`config.mk`:
```
export PLATFORM = sky130hd
export DESIGN_NAME = simulated_motor_axis
export DESIGN_NICKNAME = d
export VERILOG_FILES = /design/src/rtl/core/sma_pkg.sv /design/src/rtl/core/sma_step.sv /design/src/rtl/core/simulated_motor_axis.sv
export SDC_FILE = /design/constraint.sdc
export NUM_CORES = 1
export LEC_CHECK = 0
export BUFFER_PORTS_ARGS = -buffer_cell sky130_fd_sc_hd__buf_4
export CAP_MARGIN = 30
export CORE_MARGIN = 10
export CORE_UTILIZATION = 58
export CTS_CLUSTER_SIZE = 12
export DETAILED_ROUTE_END_ITERATION = 6
export PLACE_DENSITY_LB_ADDON = 0.12
export SYNTH_ARGS = -nofsm -noshare
export SYNTH_HDL_FRONTEND = slang
export SYNTH_SLANG_ARGS = --single-unit
```
`constraint.sdc`:
```
create_clock -name aclk -period 27.3 [get_ports aclk]
set_input_delay 0 -clock aclk [delete_from_list [all_inputs] [get_ports aclk]]
set_output_delay 0 -clock aclk [all_outputs]
set_load 0.01 [all_outputs]
```
`src/rtl/core/sma_pkg.sv`:
```
package sma_pkg;

    localparam int unsigned PosWidth = 32;

    typedef enum logic [2:0] {
        REQ_TICK     = 3'd0,
        REQ_MOVE_ABS = 3'd1,
        REQ_MOVE_REL = 3'd2,
        REQ_LOAD_POS = 3'd3,
        REQ_SET_VEL  = 3'd4,
        REQ_GO       = 3'd5,
        REQ_STOP     = 3'd6
    } req_type_t;

    typedef enum logic {
        CFG_LOW_LIMIT  = 1'b0,
        CFG_HIGH_LIMIT = 1'b1
    } cfg_index_t;

    typedef struct packed {
        req_type_t                    req_type;
        logic signed [PosWidth-1:0]   value;
    } sma_req_t;

    typedef struct packed {
        logic signed [PosWidth-1:0]   position;
        logic                         at_high_limit;
        logic                         at_low_limit;
        logic                         in_motion;
    } sma_rsp_t;

    typedef struct packed {
        logic signed [PosWidth-1:0]   position;
        logic signed [PosWidth-1:0]   velocity;
        logic signed [PosWidth-1:0]   distance;
        logic                         moving;
        logic                         high_flag;
        logic                         low_flag;
    } axis_state_t;

    localparam logic signed [PosWidth-1:0] PosMax = {1'b0, {(PosWidth-1){1'b1}}};
    localparam logic signed [PosWidth-1:0] PosMin = {1'b1, {(PosWidth-1){1'b0}}};

    function automatic logic signed [PosWidth-1:0] sat_pos(input logic signed [PosWidth:0] v);
        logic signed [PosWidth-1:0] r;
        if (v[PosWidth] != v[PosWidth-1]) begin
            r = v[PosWidth] ? PosMin : PosMax;
        end else begin
            r = v[PosWidth-1:0];
        end
        return r;
    endfunction

endpackage

```
`src/rtl/core/sma_step.sv`:
```
module sma_step
    import sma_pkg::*;
(
    input  axis_state_t                 state,
    input  sma_req_t                    req,
    input  logic signed [PosWidth-1:0]  low_limit,
    input  logic signed [PosWidth-1:0]  high_limit,
    output axis_state_t                 state_next
);

    logic signed [PosWidth:0] pos_w;
    logic signed [PosWidth:0] vel_w;
    logic signed [PosWidth:0] dist_w;
    logic signed [PosWidth:0] val_w;
    logic signed [PosWidth:0] vel_mag;
    logic signed [PosWidth:0] dist_mag;
    logic signed [PosWidth:0] step_w;
    logic signed [PosWidth:0] sum_w;
    logic signed [PosWidth:0] hclamp_w;
    logic signed [PosWidth:0] lclamp_w;
    logic                     clip;
    logic                     hit_high;
    logic                     hit_low;

    assign pos_w    = {state.position[PosWidth-1], state.position};
    assign vel_w    = {state.velocity[PosWidth-1], state.velocity};
    assign dist_w   = {state.distance[PosWidth-1], state.distance};
    assign val_w    = {req.value[PosWidth-1], req.value};
    assign vel_mag  = vel_w[PosWidth] ? -vel_w : vel_w;
    assign dist_mag = dist_w[PosWidth] ? -dist_w : dist_w;

    // tick: last step clipped to the remaining distance
    assign clip     = vel_mag >= dist_mag;
    assign step_w   = clip ? dist_w : vel_w;
    assign sum_w    = pos_w + step_w;
    assign hit_high = sum_w >= $signed({high_limit[PosWidth-1], high_limit});
    assign hclamp_w = hit_high ? {high_limit[PosWidth-1], high_limit} : sum_w;
    assign hit_low  = hclamp_w <= $signed({low_limit[PosWidth-1], low_limit});
    assign lclamp_w = hit_low ? {low_limit[PosWidth-1], low_limit} : hclamp_w;

    always_comb begin
        state_next = state;
        case (req.req_type)
            REQ_TICK: begin
                if (state.moving) begin
                    state_next.position  = lclamp_w[PosWidth-1:0];
                    state_next.high_flag = hit_high;
                    state_next.low_flag  = hit_low;
                    state_next.distance  = sat_pos(dist_w - step_w);
                    state_next.moving    = !clip;
                end
            end
            REQ_MOVE_ABS: state_next.distance = sat_pos(val_w - pos_w);
            REQ_MOVE_REL: state_next.distance = req.value;
            REQ_LOAD_POS: state_next.position = req.value;
            REQ_SET_VEL:  state_next.velocity = req.value;
            REQ_GO: begin
                if (state.distance != '0 && state.velocity != '0) begin
                    state_next.velocity = sat_pos(dist_w[PosWidth] ? -vel_mag : vel_mag);
                    state_next.moving   = 1'b1;
                end
            end
            REQ_STOP: begin
                if (state.moving) begin
                    state_next.moving   = 1'b0;
                    state_next.distance = '0;
                end
            end
            default: state_next = state;
        endcase
    end

endmodule

```
`src/rtl/core/simulated_motor_axis.sv`:
```
// channel   direction  ports                                   payload
// command   in         s_valid, s_ready, s_req                 sma_req_t
// status    out        m_valid, m_ready, m_rsp                 sma_rsp_t
// config    in         cfg_valid, cfg_ready, cfg_index, cfg_data  limit registers
//
// one command per cycle while s_ready is high; the status for a command is on m_rsp in the cycle after its transfer
// a tick's position update is a 33-bit add, three compares (clip, high, low) and two clamps
// s_ready is low only while a status waits and m_ready is low
// aresetn (synchronous) clears the axis state and sets the limits to the full range
module simulated_motor_axis
    import sma_pkg::*;
(
    input  logic                        aclk,
    input  logic                        aresetn,
    input  logic                        s_valid,
    output logic                        s_ready,
    input  sma_req_t                    s_req,
    output logic                        m_valid,
    input  logic                        m_ready,
    output sma_rsp_t                    m_rsp,
    input  logic                        cfg_valid,
    output logic                        cfg_ready,
    input  cfg_index_t                  cfg_index,
    input  logic signed [PosWidth-1:0]  cfg_data
);

    axis_state_t                 state_reg;
    axis_state_t                 state_next;
    sma_rsp_t                    rsp_reg;
    logic                        m_valid_reg;
    logic signed [PosWidth-1:0]  low_limit_reg;
    logic signed [PosWidth-1:0]  high_limit_reg;
    logic                        s_xfer;

    assign s_ready   = !m_valid_reg || m_ready;
    assign s_xfer    = s_valid && s_ready;
    assign cfg_ready = 1'b1;
    assign m_valid   = m_valid_reg;
    assign m_rsp     = rsp_reg;

    sma_step u_step (
        .state      (state_reg),
        .req        (s_req),
        .low_limit  (low_limit_reg),
        .high_limit (high_limit_reg),
        .state_next (state_next)
    );

    always_ff @(posedge aclk) begin
        if (!aresetn) begin
            state_reg      <= '0;
            m_valid_reg    <= 1'b0;
            low_limit_reg  <= PosMin;
            high_limit_reg <= PosMax;
        end else begin
            if (s_xfer) begin
                state_reg   <= state_next;
                m_valid_reg <= 1'b1;
            end else if (m_ready) begin
                m_valid_reg <= 1'b0;
            end
            if (cfg_valid) begin
                case (cfg_index)
                    CFG_LOW_LIMIT:  low_limit_reg  <= cfg_data;
                    CFG_HIGH_LIMIT: high_limit_reg <= cfg_data;
                    default: ;
                endcase
            end
        end
    end

    // status payload
    always_ff @(posedge aclk) begin
        if (s_xfer) begin
            rsp_reg.position      <= state_next.position;
            rsp_reg.at_high_limit <= state_next.high_flag;
            rsp_reg.at_low_limit  <= state_next.low_flag;
            rsp_reg.in_motion     <= state_next.moving;
        end
    end

    a_xfer_gives_status: assert property (@(posedge aclk) disable iff (!aresetn)
        s_xfer |=> m_valid)
        else $error("transfer did not produce a status");

    a_status_matches_state: assert property (@(posedge aclk) disable iff (!aresetn)
        m_valid |-> (m_rsp.position == state_reg.position
                     && m_rsp.in_motion == state_reg.moving))
        else $error("status out of step with axis state");

    a_high_flag_from_tick: assert property (@(posedge aclk) disable iff (!aresetn)
        $rose(state_reg.high_flag) |-> $past(s_xfer && s_req.req_type == REQ_TICK))
        else $error("high limit flag set outside a tick");

    a_go_needs_distance: assert property (@(posedge aclk) disable iff (!aresetn)
        $rose(state_reg.moving) |-> $past(state_reg.distance) != '0)
        else $error("motion started with no distance left");

endmodule
```
* Word level (Yosys, flattened, before mapping)
Index checks and enable logic that the tools add are counted.
W data, S select, Z words.
** Operators by class
- Add/subtract/negate cells :: 6
- $mul :: 0
- Div/mod/pow operators :: 0
- $lt $le $gt $ge :: 3
- Equality and inequality tests :: 12
- Shift-type cells :: 0
- Mux-type cells :: 24
- Bitwise gates (word level) :: 1
- Reductions and logical operators :: 15
** Operators with widths (count)
- $mux W32 :: 9
- $mux W33 :: 6
- $pmux W32 S2 :: 2
- $pmux W32 S4 :: 1
- $neg A32 Y33 :: 2
- $reduce_bool A32 Y1 :: 2
- $mux W35 :: 1
- $add A32 B33 Y33 :: 1
- $ge A33 B32 Y1 :: 1
- $ge A33 B33 Y1 :: 1
- $le A33 B32 Y1 :: 1
- $neg A33 Y33 :: 1
- $sub A32 B32 Y33 :: 1
- $sub A32 B33 Y33 :: 1
- $eq A3 B3 Y1 const B :: 3
- $eq A3 B2 Y1 const B :: 2
- $ne A2 B2 Y1 const B :: 2
- $reduce_and A2 Y1 :: 2
- $reduce_and A4 Y1 :: 1
- $reduce_bool A2 Y1 :: 2
- $reduce_bool A4 Y1 :: 1
- $eq A3 B1 Y1 const B :: 1
- $logic_not A3 Y1 :: 1
- $mux W1 :: 3
- 9 further kinds :: 13
** Storage, ports and cells
- Flip-flop bits (word level) :: 199
- Latch bits :: 0
- Memory bits (writable) :: 0
- Memory bits (read-only) :: 0
- Input port bits :: 73
- Output and inout port bits :: 38
- Word-level logic and storage cells :: 74
- Memories :: 0

* Logic depth before layout (Yosys ltp)
Gate-level depths: netlist (run 1).
- Depth in word-level cells :: 11
- Gate-level depth with buffers :: 59
- Depth with buffers taken out :: 53

* Cells and area by module
From an unflattened synthesis (run 1), not the netlist that was laid out.
** Second synthesis, totals
- Cell total of the unflattened synthesis :: 2737
- Area total of the unflattened synthesis :: 21145.3 um^2
** By module, submodules not included
- sma_step :: times used 1, cells each 1985, area an instance 13713.2 um^2, sequential area each 0.0 um^2
- simulated_motor_axis :: times used 1, cells each 752, area an instance 7432.1 um^2, sequential area each 4334.2 um^2

* Least setup slack after synthesis (run 1)
Ideal clock, no wire load.
- Path kind :: reg2reg
- From :: register state_reg[36] in the netlist's numbering
- To :: register rsp_reg, in the netlist m_rsp[11] (data pin)
- Library setup time :: 262 ps
- Data arrival time :: 11685 ps
- Required time :: 27038 ps
- Path slack :: 15354 ps
- Stages on the path, launching flop included :: 54
- Buffers on the path :: 9
- Period minus slack after synthesis :: 11946 ps
- Cell sequence :: dfxtp_1 > clkbuf_1 > inv_1 > ha_1 > clkbuf_1 > or4b_2 > clkbuf_1 > nor2_1 > nand3_1 > nand2_1 > xnor2_1 > ha_1 > nand4_1 > or4_1 > a31oi_1 > nor4_1 > a211oi_1 > o21ai_0 > [... 18 more ...] > a21oi_1 > clkbuf_1 > clkbuf_1 > mux2i_1 > inv_1 > ha_1 > a21o_1 > a21o_1 > a21oi_1 > o22ai_1 > o31a_1 > a2111o_1 > nand2_1 > clkbuf_1 > buf_1 > nand2_1 > o211ai_1 > nand2_1
** RTL lines
- start, declared :: RTL line simulated_motor_axis.sv:27 : axis_state_t state_reg;
- start signal, assigned :: RTL line simulated_motor_axis.sv:57 : state_reg <= state_next;
- end, declared :: RTL line simulated_motor_axis.sv:29 : sma_rsp_t rsp_reg;

* Final worst setup path (run 1)
- From :: register state_reg[35] in the netlist's numbering
- To :: register state_reg[94] in the netlist's numbering
** On the way
- Longest elaborated chain between the ends :: 11
** RTL lines
- $neg A32 Y33 :: RTL line sma_step.sv:29 : assign vel_mag = vel_w[PosWidth] ? -vel_w : vel_w;
- $mux W33 :: RTL line sma_step.sv:29
- $ge A33 B33 Y1 :: RTL line sma_step.sv:33 : assign clip = vel_mag >= dist_mag;
- $mux W33 (*) :: RTL line sma_step.sv:34 : assign step_w = clip ? dist_w : vel_w;
- $add A32 B33 Y33 (*) :: RTL line sma_step.sv:35 : assign sum_w = pos_w + step_w;
- $ge A33 B32 Y1 :: RTL line sma_step.sv:36 : assign hit_high = sum_w >= $signed({high_limit[PosWidth-1], high_limit});
- $mux W33 (*) :: RTL line sma_step.sv:37 : assign hclamp_w = hit_high ? {high_limit[PosWidth-1], high_limit} : sum_w;
- $le A33 B32 Y1 :: RTL line sma_step.sv:38 : assign hit_low = hclamp_w <= $signed({low_limit[PosWidth-1], low_limit});
- $mux W32 (*) :: RTL line sma_step.sv:39 : assign lclamp_w = hit_low ? {low_limit[PosWidth-1], low_limit} : hclamp_w;
- $mux W32 (*) :: RTL line sma_step.sv:45 : if (state.moving) begin
- $pmux W32 S2 (*) :: RTL line sma_step.sv:43 : case (req.req_type)
Every way passes the cells marked *; elsewhere a longest branch is shown, timed or not.
A chain may end at the register's enable or synchronous reset.

==> impl_summary.txt, run 1 <==
----------------------------------------------------
[Yosys]
  Count of flip-flops with a built-in enable after synthesis ... 35
  Commonest cells in the netlist ... sky130_fd_sc_hd__nand2_1 (271), sky130_fd_sc_hd__o21ai_0 (209), sky130_fd_sc_hd__ha_1 (199), sky130_fd_sc_hd__a21oi_1 (187), sky130_fd_sc_hd__dfxtp_1 (164)
  Top-count cell post-synth ... sky130_fd_sc_hd__nand2_1
  Top cell type's share of synthesized area ... 16.7%
  Leading area contributor after synthesis ... sky130_fd_sc_hd__dfxtp_1
  Share of synthesized registers carrying an async set or reset ... 0%
  Cell Area, Synth ... 0.0196 mm^2
  Cell types occupying the most area after synthesis ... sky130_fd_sc_hd__dfxtp_1 (17%), sky130_fd_sc_hd__ha_1 (13%), sky130_fd_sc_hd__edfxtp_1 (5.4%), sky130_fd_sc_hd__o21ai_0 (5.3%), sky130_fd_sc_hd__nand2_1 (5.2%)
  Avg Synthesized Cell Area ... 7.83 um^2
  Post-synthesis sequential element count ... 199
  Main flop type after synthesis ... sky130_fd_sc_hd__dfxtp_1
  Count of distinct cell types in the synthesized netlist ... 93
  Number of synthesis warnings ... 0
  Synthesized instance count ... 2508
  Register area share after synthesis ... 22.1%

[Timing]
  Worst-case headroom to the max-slew limit ... 34.4%
  Slew at the pin closest to its max-slew limit ... 0.980 ns
  Final Hold Violating Endpoints ... 0
  Highest achievable clock rate ... 0.0724 GHz
  Accumulated negative setup slack ... 0 ns
  Smallest hold slack ... 0.0525 ns
  Clock Skew ... 0.0137 ns
  Final period util ... 50.6%
  Number of setup violations in the final report ... 0
  Setup repair after global routing missed its margin ... no
  Final critical path time including I/O delays and setup ... 13.81 ns
  Count of pins over their slew limit ... 0

[Final layout]
  Share of cells above drive strength 1 ... 10.1%
  Layout Area Growth over Synthesis ... 12.0%
  Fillers ... 2878
  Number of flip-flops under the largest register name ... 99
  Final-stage net count ... 2856
  Number of diodes ... 0
  Share of the core filled with cells in the final layout ... 65.8%

[Detailed routing]
  Via count of the routed design ... 19700
  DRC Markers ... 0
  Iter 0 DRT Violations ... 2159
  First-pass detailed-route iteration total ... 6
  Post-detailed-route count of antenna-violating nets ... 0
  DRT Wirelength ... 67800 um
  DR WL/cell ... 22.3 um
  Average via count per standard cell ... 6.49

[Clocking]
  Resized Gates After CTS ... 0
  Clock insertion delay at the later pin of the skew report ... 0.47 ns
  H-tree levels ... 4
  Cts bufs inserted ... 17
  Root buffer cell ... sky130_fd_sc_hd__clkbuf_16
  Clock slew seen by the registers of the worst setup and hold paths ... 0.09 ns
  Largest buffer count on any clock path ... 2
  CTS sink count ... 199
  TritonCTS clock tree ... done
  Post-CTS Setup Inserts ... 0

[Power]
  Proportion of power drawn by flip-flops and latches ... 28.0%
  Design Power ... 1.22 mW
  PwrDens ... 55.6 mW/mm^2
  Part of the power in the clock network ... 21.9%
  Internal power consumption ... 0.686 mW
  Max IR drop VDD ... 0.0000548 V
  Switching component of the power ... 0.537 mW
  Static leakage ... 9.52 nW
  Portion of total power attributed to combinational logic ... 50.1%
  Switch share ... 43.9%

[Critical path]
  Maximum cell stage delay along the critical path ... 0.73 ns
  Data arrival time of the critical path ... 14.18 ns
  Cell type with the highest occurrence count on the critical path ... sky130_fd_sc_hd__ha_1
  Critical Setup Path Class ... reg2reg
  Maximum fanout along the worst path ... 37
  Slowest library cell on the worst path ... sky130_fd_sc_hd__or4b_2
  Nature of the critical path startpoint ... flop
  Required arrival time at the worst endpoint ... 27.66 ns
  Type of destination of the critical path ... flop

[Status]
  Run status ... finished clean

[Floorplan]
  I/O pin cnt ... 111
  Die X-Extent ... 204 um
  Die Ht ... 204 um
  Initial core utilization ... 58.7%
  Area of the core ... 0.0334 mm^2
  Die area ... 0.0416 mm^2
  Standard-cell row count ... 67

[Job]
  Max-cap viol count ... 0

[Placed design]
  Final GP Congestion ... 1.00
  Port Buf Inserts ... 109
  Post-DP HPWL ... 51500 um

[Global route]
  Wire length of the first global-routing pass ... 105000 um
  Number of global-route vias before repair ... 18700
  Total Routing Usage GR ... 31.6%
  Maximum number of pins on one net before global-route repair ... 98
  Leftover overflow at the end of global routing ... 0
  Number of antenna violations at the first check in global routing ... 0

[Worst hold path]
  Tightest Hold Check Type ... in2reg

----------------------------------------------------
-- worst max-delay path: cells and delay by family (launching register included) --
| kind | cells | cell delay [ns] |
|---|---|---|
| flops | 1 | 0.38 |
| simple gates | 16 | 4.69 |
| fa+ha+maj | 6 | 1.94 |
| mux | 2 | 0.78 |
| buf+inv | 5 | 1.49 |
| compound gates | 16 | 4.07 |
| xor+xnor | 2 | 0.25 |
-- area by class of cell --
class                      count  area, um^2  area share, %
multi-input combinational   2005       14200           64.4
sequential                   199        4340           19.7
timing repair buffer         203        1750           7.98
inverter                     155         582           2.65
tap                          448         561           2.55
clock buffer                  17         425           1.93
clock inverter                15         178          0.808
-- power by group through the flow --
| stage | registers, mW | clock network (mW) | logic [mW] |
|---|---|---|---|
| 5_1_grt | 0.344 | 0.279 | 0.665 |
| 3_5_place_dp | 0.348 | 0 | 0.584 |
| 6_report | 0.342 | 0.268 | 0.612 |
| 3_3_place_gp | 0.347 | 0 | 0.573 |
| 4_1_cts | 0.341 | 0.268 | 0.597 |
| 2_1_floorplan | 0.338 | 0 | 0.425 |
-- cell usage in the layout, fill, tap and decap left out, types with 70 or more instances in the layout --
master / count
sky130_fd_sc_hd__nand2_1: 271
sky130_fd_sc_hd__o21ai_0: 209
sky130_fd_sc_hd__ha_1: 199
sky130_fd_sc_hd__a21oi_1: 185
sky130_fd_sc_hd__dfxtp_1: 163
sky130_fd_sc_hd__inv_1: 153
sky130_fd_sc_hd__buf_4: 128
sky130_fd_sc_hd__xnor2_1: 114
sky130_fd_sc_hd__nor2_1: 85
sky130_fd_sc_hd__o211ai_1: 74
sky130_fd_sc_hd__a21o_1: 73
sky130_fd_sc_hd__dlygate4sd3_1: 70
-- worst paths after layout --
kind	startpoint	to	slack [ns]	depth (start not counted)
worst min-delay path	s_req[33]	state_reg[2]	0.05	3
worst min register to register	low_limit_reg[4]	low_limit_reg[4]	0.47	2
worst max-delay path	state_reg[35]	state_reg[94]	13.49	47
worst max register to register	state_reg[35]	state_reg[94]	13.49	47
-- metrics by stage --
| stage | cells | worst slack, ns | instance area (um^2) |
|---|---|---|---|
| 6_report | 3042 | 13.49 | 22000 |
| 5_1_grt | 3042 | 12.66 | 22000 |
| 4_1_cts | 3042 | 13.74 | 22000 |
| 3_5_place_dp | 2940 | 13.79 | 20700 |
| 3_3_place_gp | 2935 | 13.73 | 20600 |
| 2_1_floorplan | 2509 | 15.35 | 19600 |
-- what timing repair did --
action | in CTS | in global routing
endpoints found under the setup margin | 0 | 0
hold buffers | 70 | 0
hold endpoints to repair | 165 | 0
-- per-layer routing --
metal	GRT usage [%]	up-vias	part of all wire [%]
met4	12.0	0	3.1
met1	43.3	9267	44
met3	5.28	116	8.8
li1	-	9392	-
met2	48.7	960	44
met5	0	-	0
-- logic make-up after synthesis --
group	share of synthesized area, %
compound gates	30.7
simple gates	15.0
buf+inv	6.10
fa+ha+maj	13.2
flops	22.1
xor+xnor	7.67
mux	5.21
other cells	0.0382
No activity file was read; power rests on OpenSTA's default activity.
==> run 2, diff against run 1 <==
--- a/config.mk
+++ b/config.mk
@@ -8,7 +8,7 @@
 export BUFFER_PORTS_ARGS = -buffer_cell sky130_fd_sc_hd__buf_4
 export CAP_MARGIN = 30
 export CORE_MARGIN = 10
-export CORE_UTILIZATION = 58
+export CORE_UTILIZATION = 57
 export CTS_CLUSTER_SIZE = 12
 export DETAILED_ROUTE_END_ITERATION = 6
 export PLACE_DENSITY_LB_ADDON = 0.12
==> constraint.sdc (replaced) <==
create_clock -name aclk -period 11.4 [get_ports aclk]
set_input_delay 0 -clock aclk [delete_from_list [all_inputs] [get_ports aclk]]
set_output_delay 0 -clock aclk [all_outputs]
set_load 0.01 [all_outputs]
==> impl_summary.txt, run 2 (same netlist as run 1, synthesis figures left out) <==
----------------------------------------------------
[Status]
  Run status ... finished clean

[Clocking]
  Clock slew seen by the registers of the worst setup and hold paths ... 0.08 ns
  TritonCTS clock tree ... done
  Root buffer cell ... sky130_fd_sc_hd__clkbuf_16
  CTS sink count ... 199
  H-tree levels ... 4
  Cts bufs inserted ... 17
  Clock insertion delay at the later pin of the skew report ... 0.48 ns
  Largest buffer count on any clock path ... 2

[Floorplan]
  I/O pin cnt ... 111
  Standard-cell row count ... 67
  Die area ... 0.0423 mm^2
  Die X-Extent ... 206 um
  Area of the core ... 0.0338 mm^2
  Initial core utilization ... 58.1%
  Die Ht ... 206 um

[Critical path]
  Cell type with the highest occurrence count on the critical path ... sky130_fd_sc_hd__a21o_1
  Buffers & Inverters on Critical Path ... 6
  Maximum cell stage delay along the critical path ... 0.59 ns
  Nature of the critical path startpoint ... flop
  Data arrival time of the critical path ... 11.43 ns
  Delay-heaviest family, CP ... compound AO/OA/AOI/OAI gates
  Maximum fanout along the worst path ... 13
  Critical Setup Path Class ... reg2reg
  Type of destination of the critical path ... flop
  Slowest library cell on the worst path ... sky130_fd_sc_hd__or4_1
  Required arrival time at the worst endpoint ... 11.63 ns
  Reg2reg setup slack ... 0.20 ns

[Timing]
  Slew at the pin closest to its max-slew limit ... 1.06 ns
  Final period util ... 98.3%
  Accumulated negative setup slack ... 0 ns
  Count of pins over their slew limit ... 0
  Worst-case headroom to the max-slew limit ... 29.7%
  Number of setup violations in the final report ... 0
  Highest achievable clock rate ... 0.0893 GHz
  Final critical path time including I/O delays and setup ... 11.20 ns
  Clock Skew ... 0.0144 ns
  Final Hold Violating Endpoints ... 0

[Worst hold path]
  Tightest Hold Check Type ... in2reg

[Placed design]
  Port Buf Inserts ... 109
  Placed Instance Area ... 0.0217 mm^2
  Final GP Congestion ... 1.02
  Post-DP HPWL ... 54900 um

[Final layout]
  Commonest cells after routing, fill and taps aside ... sky130_fd_sc_hd__nand2_1 (268), sky130_fd_sc_hd__buf_4 (260), sky130_fd_sc_hd__o21ai_0 (203)
  Final-stage net count ... 2998
  Layout Area Growth over Synthesis ... 20.0%
  Finished Cell Area ... 0.0236 mm^2
  Most frequent standard cell in the layout excluding fill and tap cells ... sky130_fd_sc_hd__nand2_1
  Fillers ... 2788
  Share of cells above drive strength 1 ... 17.0%
  Number of flip-flops under the largest register name ... 99

[Detailed routing]
  Average via count per standard cell ... 6.44
  Iter 0 DRT Violations ... 2259
  DR WL/cell ... 22.5 um
  DRT Wirelength ... 71600 um
  Post-detailed-route count of antenna-violating nets ... 0
  First-pass detailed-route iteration total ... 6
  DRC Markers ... 0
  Via count of the routed design ... 20500

[Global route]
  Number of global-route vias before repair ... 19400
  Number of antenna violations at the first check in global routing ... 1
  Wire length of the first global-routing pass ... 108000 um
  Leftover overflow at the end of global routing ... 0
  Total Routing Usage GR ... 32.5%
  Maximum number of pins on one net before global-route repair ... 107

[Power]
  PwrDens ... 134 mW/mm^2
  Static leakage ... 10.3 nW
  Max IR drop VDD ... 0.000118 V

[Job]
  Max-cap viol count ... 0

----------------------------------------------------
==> run 2: cell types whose count changed in the layout (fill, tap and decap cells not counted), moves of 4 or more <==
cell,delta
sky130_fd_sc_hd__buf_4,+132
sky130_fd_sc_hd__a21oi_1,-8
sky130_fd_sc_hd__a21oi_2,+8
sky130_fd_sc_hd__o21ai_0,-6
sky130_fd_sc_hd__buf_12,+4
sky130_fd_sc_hd__buf_6,+4
sky130_fd_sc_hd__clkbuf_16,+4
sky130_fd_sc_hd__nor2_1,-4
sky130_fd_sc_hd__o21ai_1,+4
sky130_fd_sc_hd__or4_1,-4
sky130_fd_sc_hd__or4_4,+4
==> run 2: layout make-up <==
type                    instances  area [um^2]  share of cell area, %
well taps                     448          561                   2.38
flip-flops and latches        199         4340                   18.4
diodes                          1         2.50                 0.0106
repair buffers                345         2930                   12.5
multi-input cells            2005        14500                   61.6
clock inverters                13          148                  0.627
clock buffers                  19          475                   2.02
inverters                     155          582                   2.47
==> run 2: worst paths after layout <==
check	startpoint	end	cells after the start
worst min-delay path	aresetn	high_limit_reg[12]	2
worst max-delay path	state_reg[9]	m_rsp[28]	49
worst max register to register	state_reg[9]	m_rsp[28]	49
worst min register to register	low_limit_reg[5]	low_limit_reg[5]	2
==> run 2: metrics by stage <==
step / cells / setup slack (ns) / hold WS, ns / utilization (%) / power [mW]
floorplan: 2509 / 0.0531 / 0.124 / - / 1.83
global placement: 3061 / 0.0620 / 0.231 / 63.9 / 2.34
detailed placement: 3065 / -0.172 / 0.242 / 64.2 / 2.36
CTS: 3168 / 0.0278 / 0.00743 / 68.3 / 3.04
global route: 3185 / -0.101 / 0.0467 / 69.7 / 3.32
finish: 3185 / 0.197 / 0.0191 / 69.7 / 3.17
==> run 2: timing repair <==
action,in CTS,in global routing
setup endpoints to repair,64,66
hold endpoints to repair,169,0
setup buffers,1,14
gates cloned,0,2
resized for setup,12,76
pin swaps,1,21
hold buffers,70,0
==> run 2: per-layer routing <==
layer / up-vias / share of wire [%] / wire [um] / GRT usage, %
met2: 1082 / 45 / 31900 / 51.1
met5: - / 0 / 0 / 0
li1: 9670 / - / - / -
met1: 9624 / 42 / 29900 / 42.9
met3: 149 / 10 / 7210 / 6.15
met4: 0 / 3.6 / 2590 / 13.2
==> run 2: report_power, final <==
group	internal, mW	switching, mW	total, mW
Clock	0.319	0.335	0.654
Combinational	0.726	0.974	1.70
Sequential	0.762	0.0481	0.811
Total	1.81	1.36	3.17
==> run 2: worst register-to-register path: cells and delay by family (launching register included) <==
kind,cells,cell delay [ns]
xor+xnor,2,0.32
mux,2,0.69
flops,1,0.31
fa+ha+maj,4,1.20
simple gates,13,3.27
compound gates,22,4.24
buf+inv,6,0.93
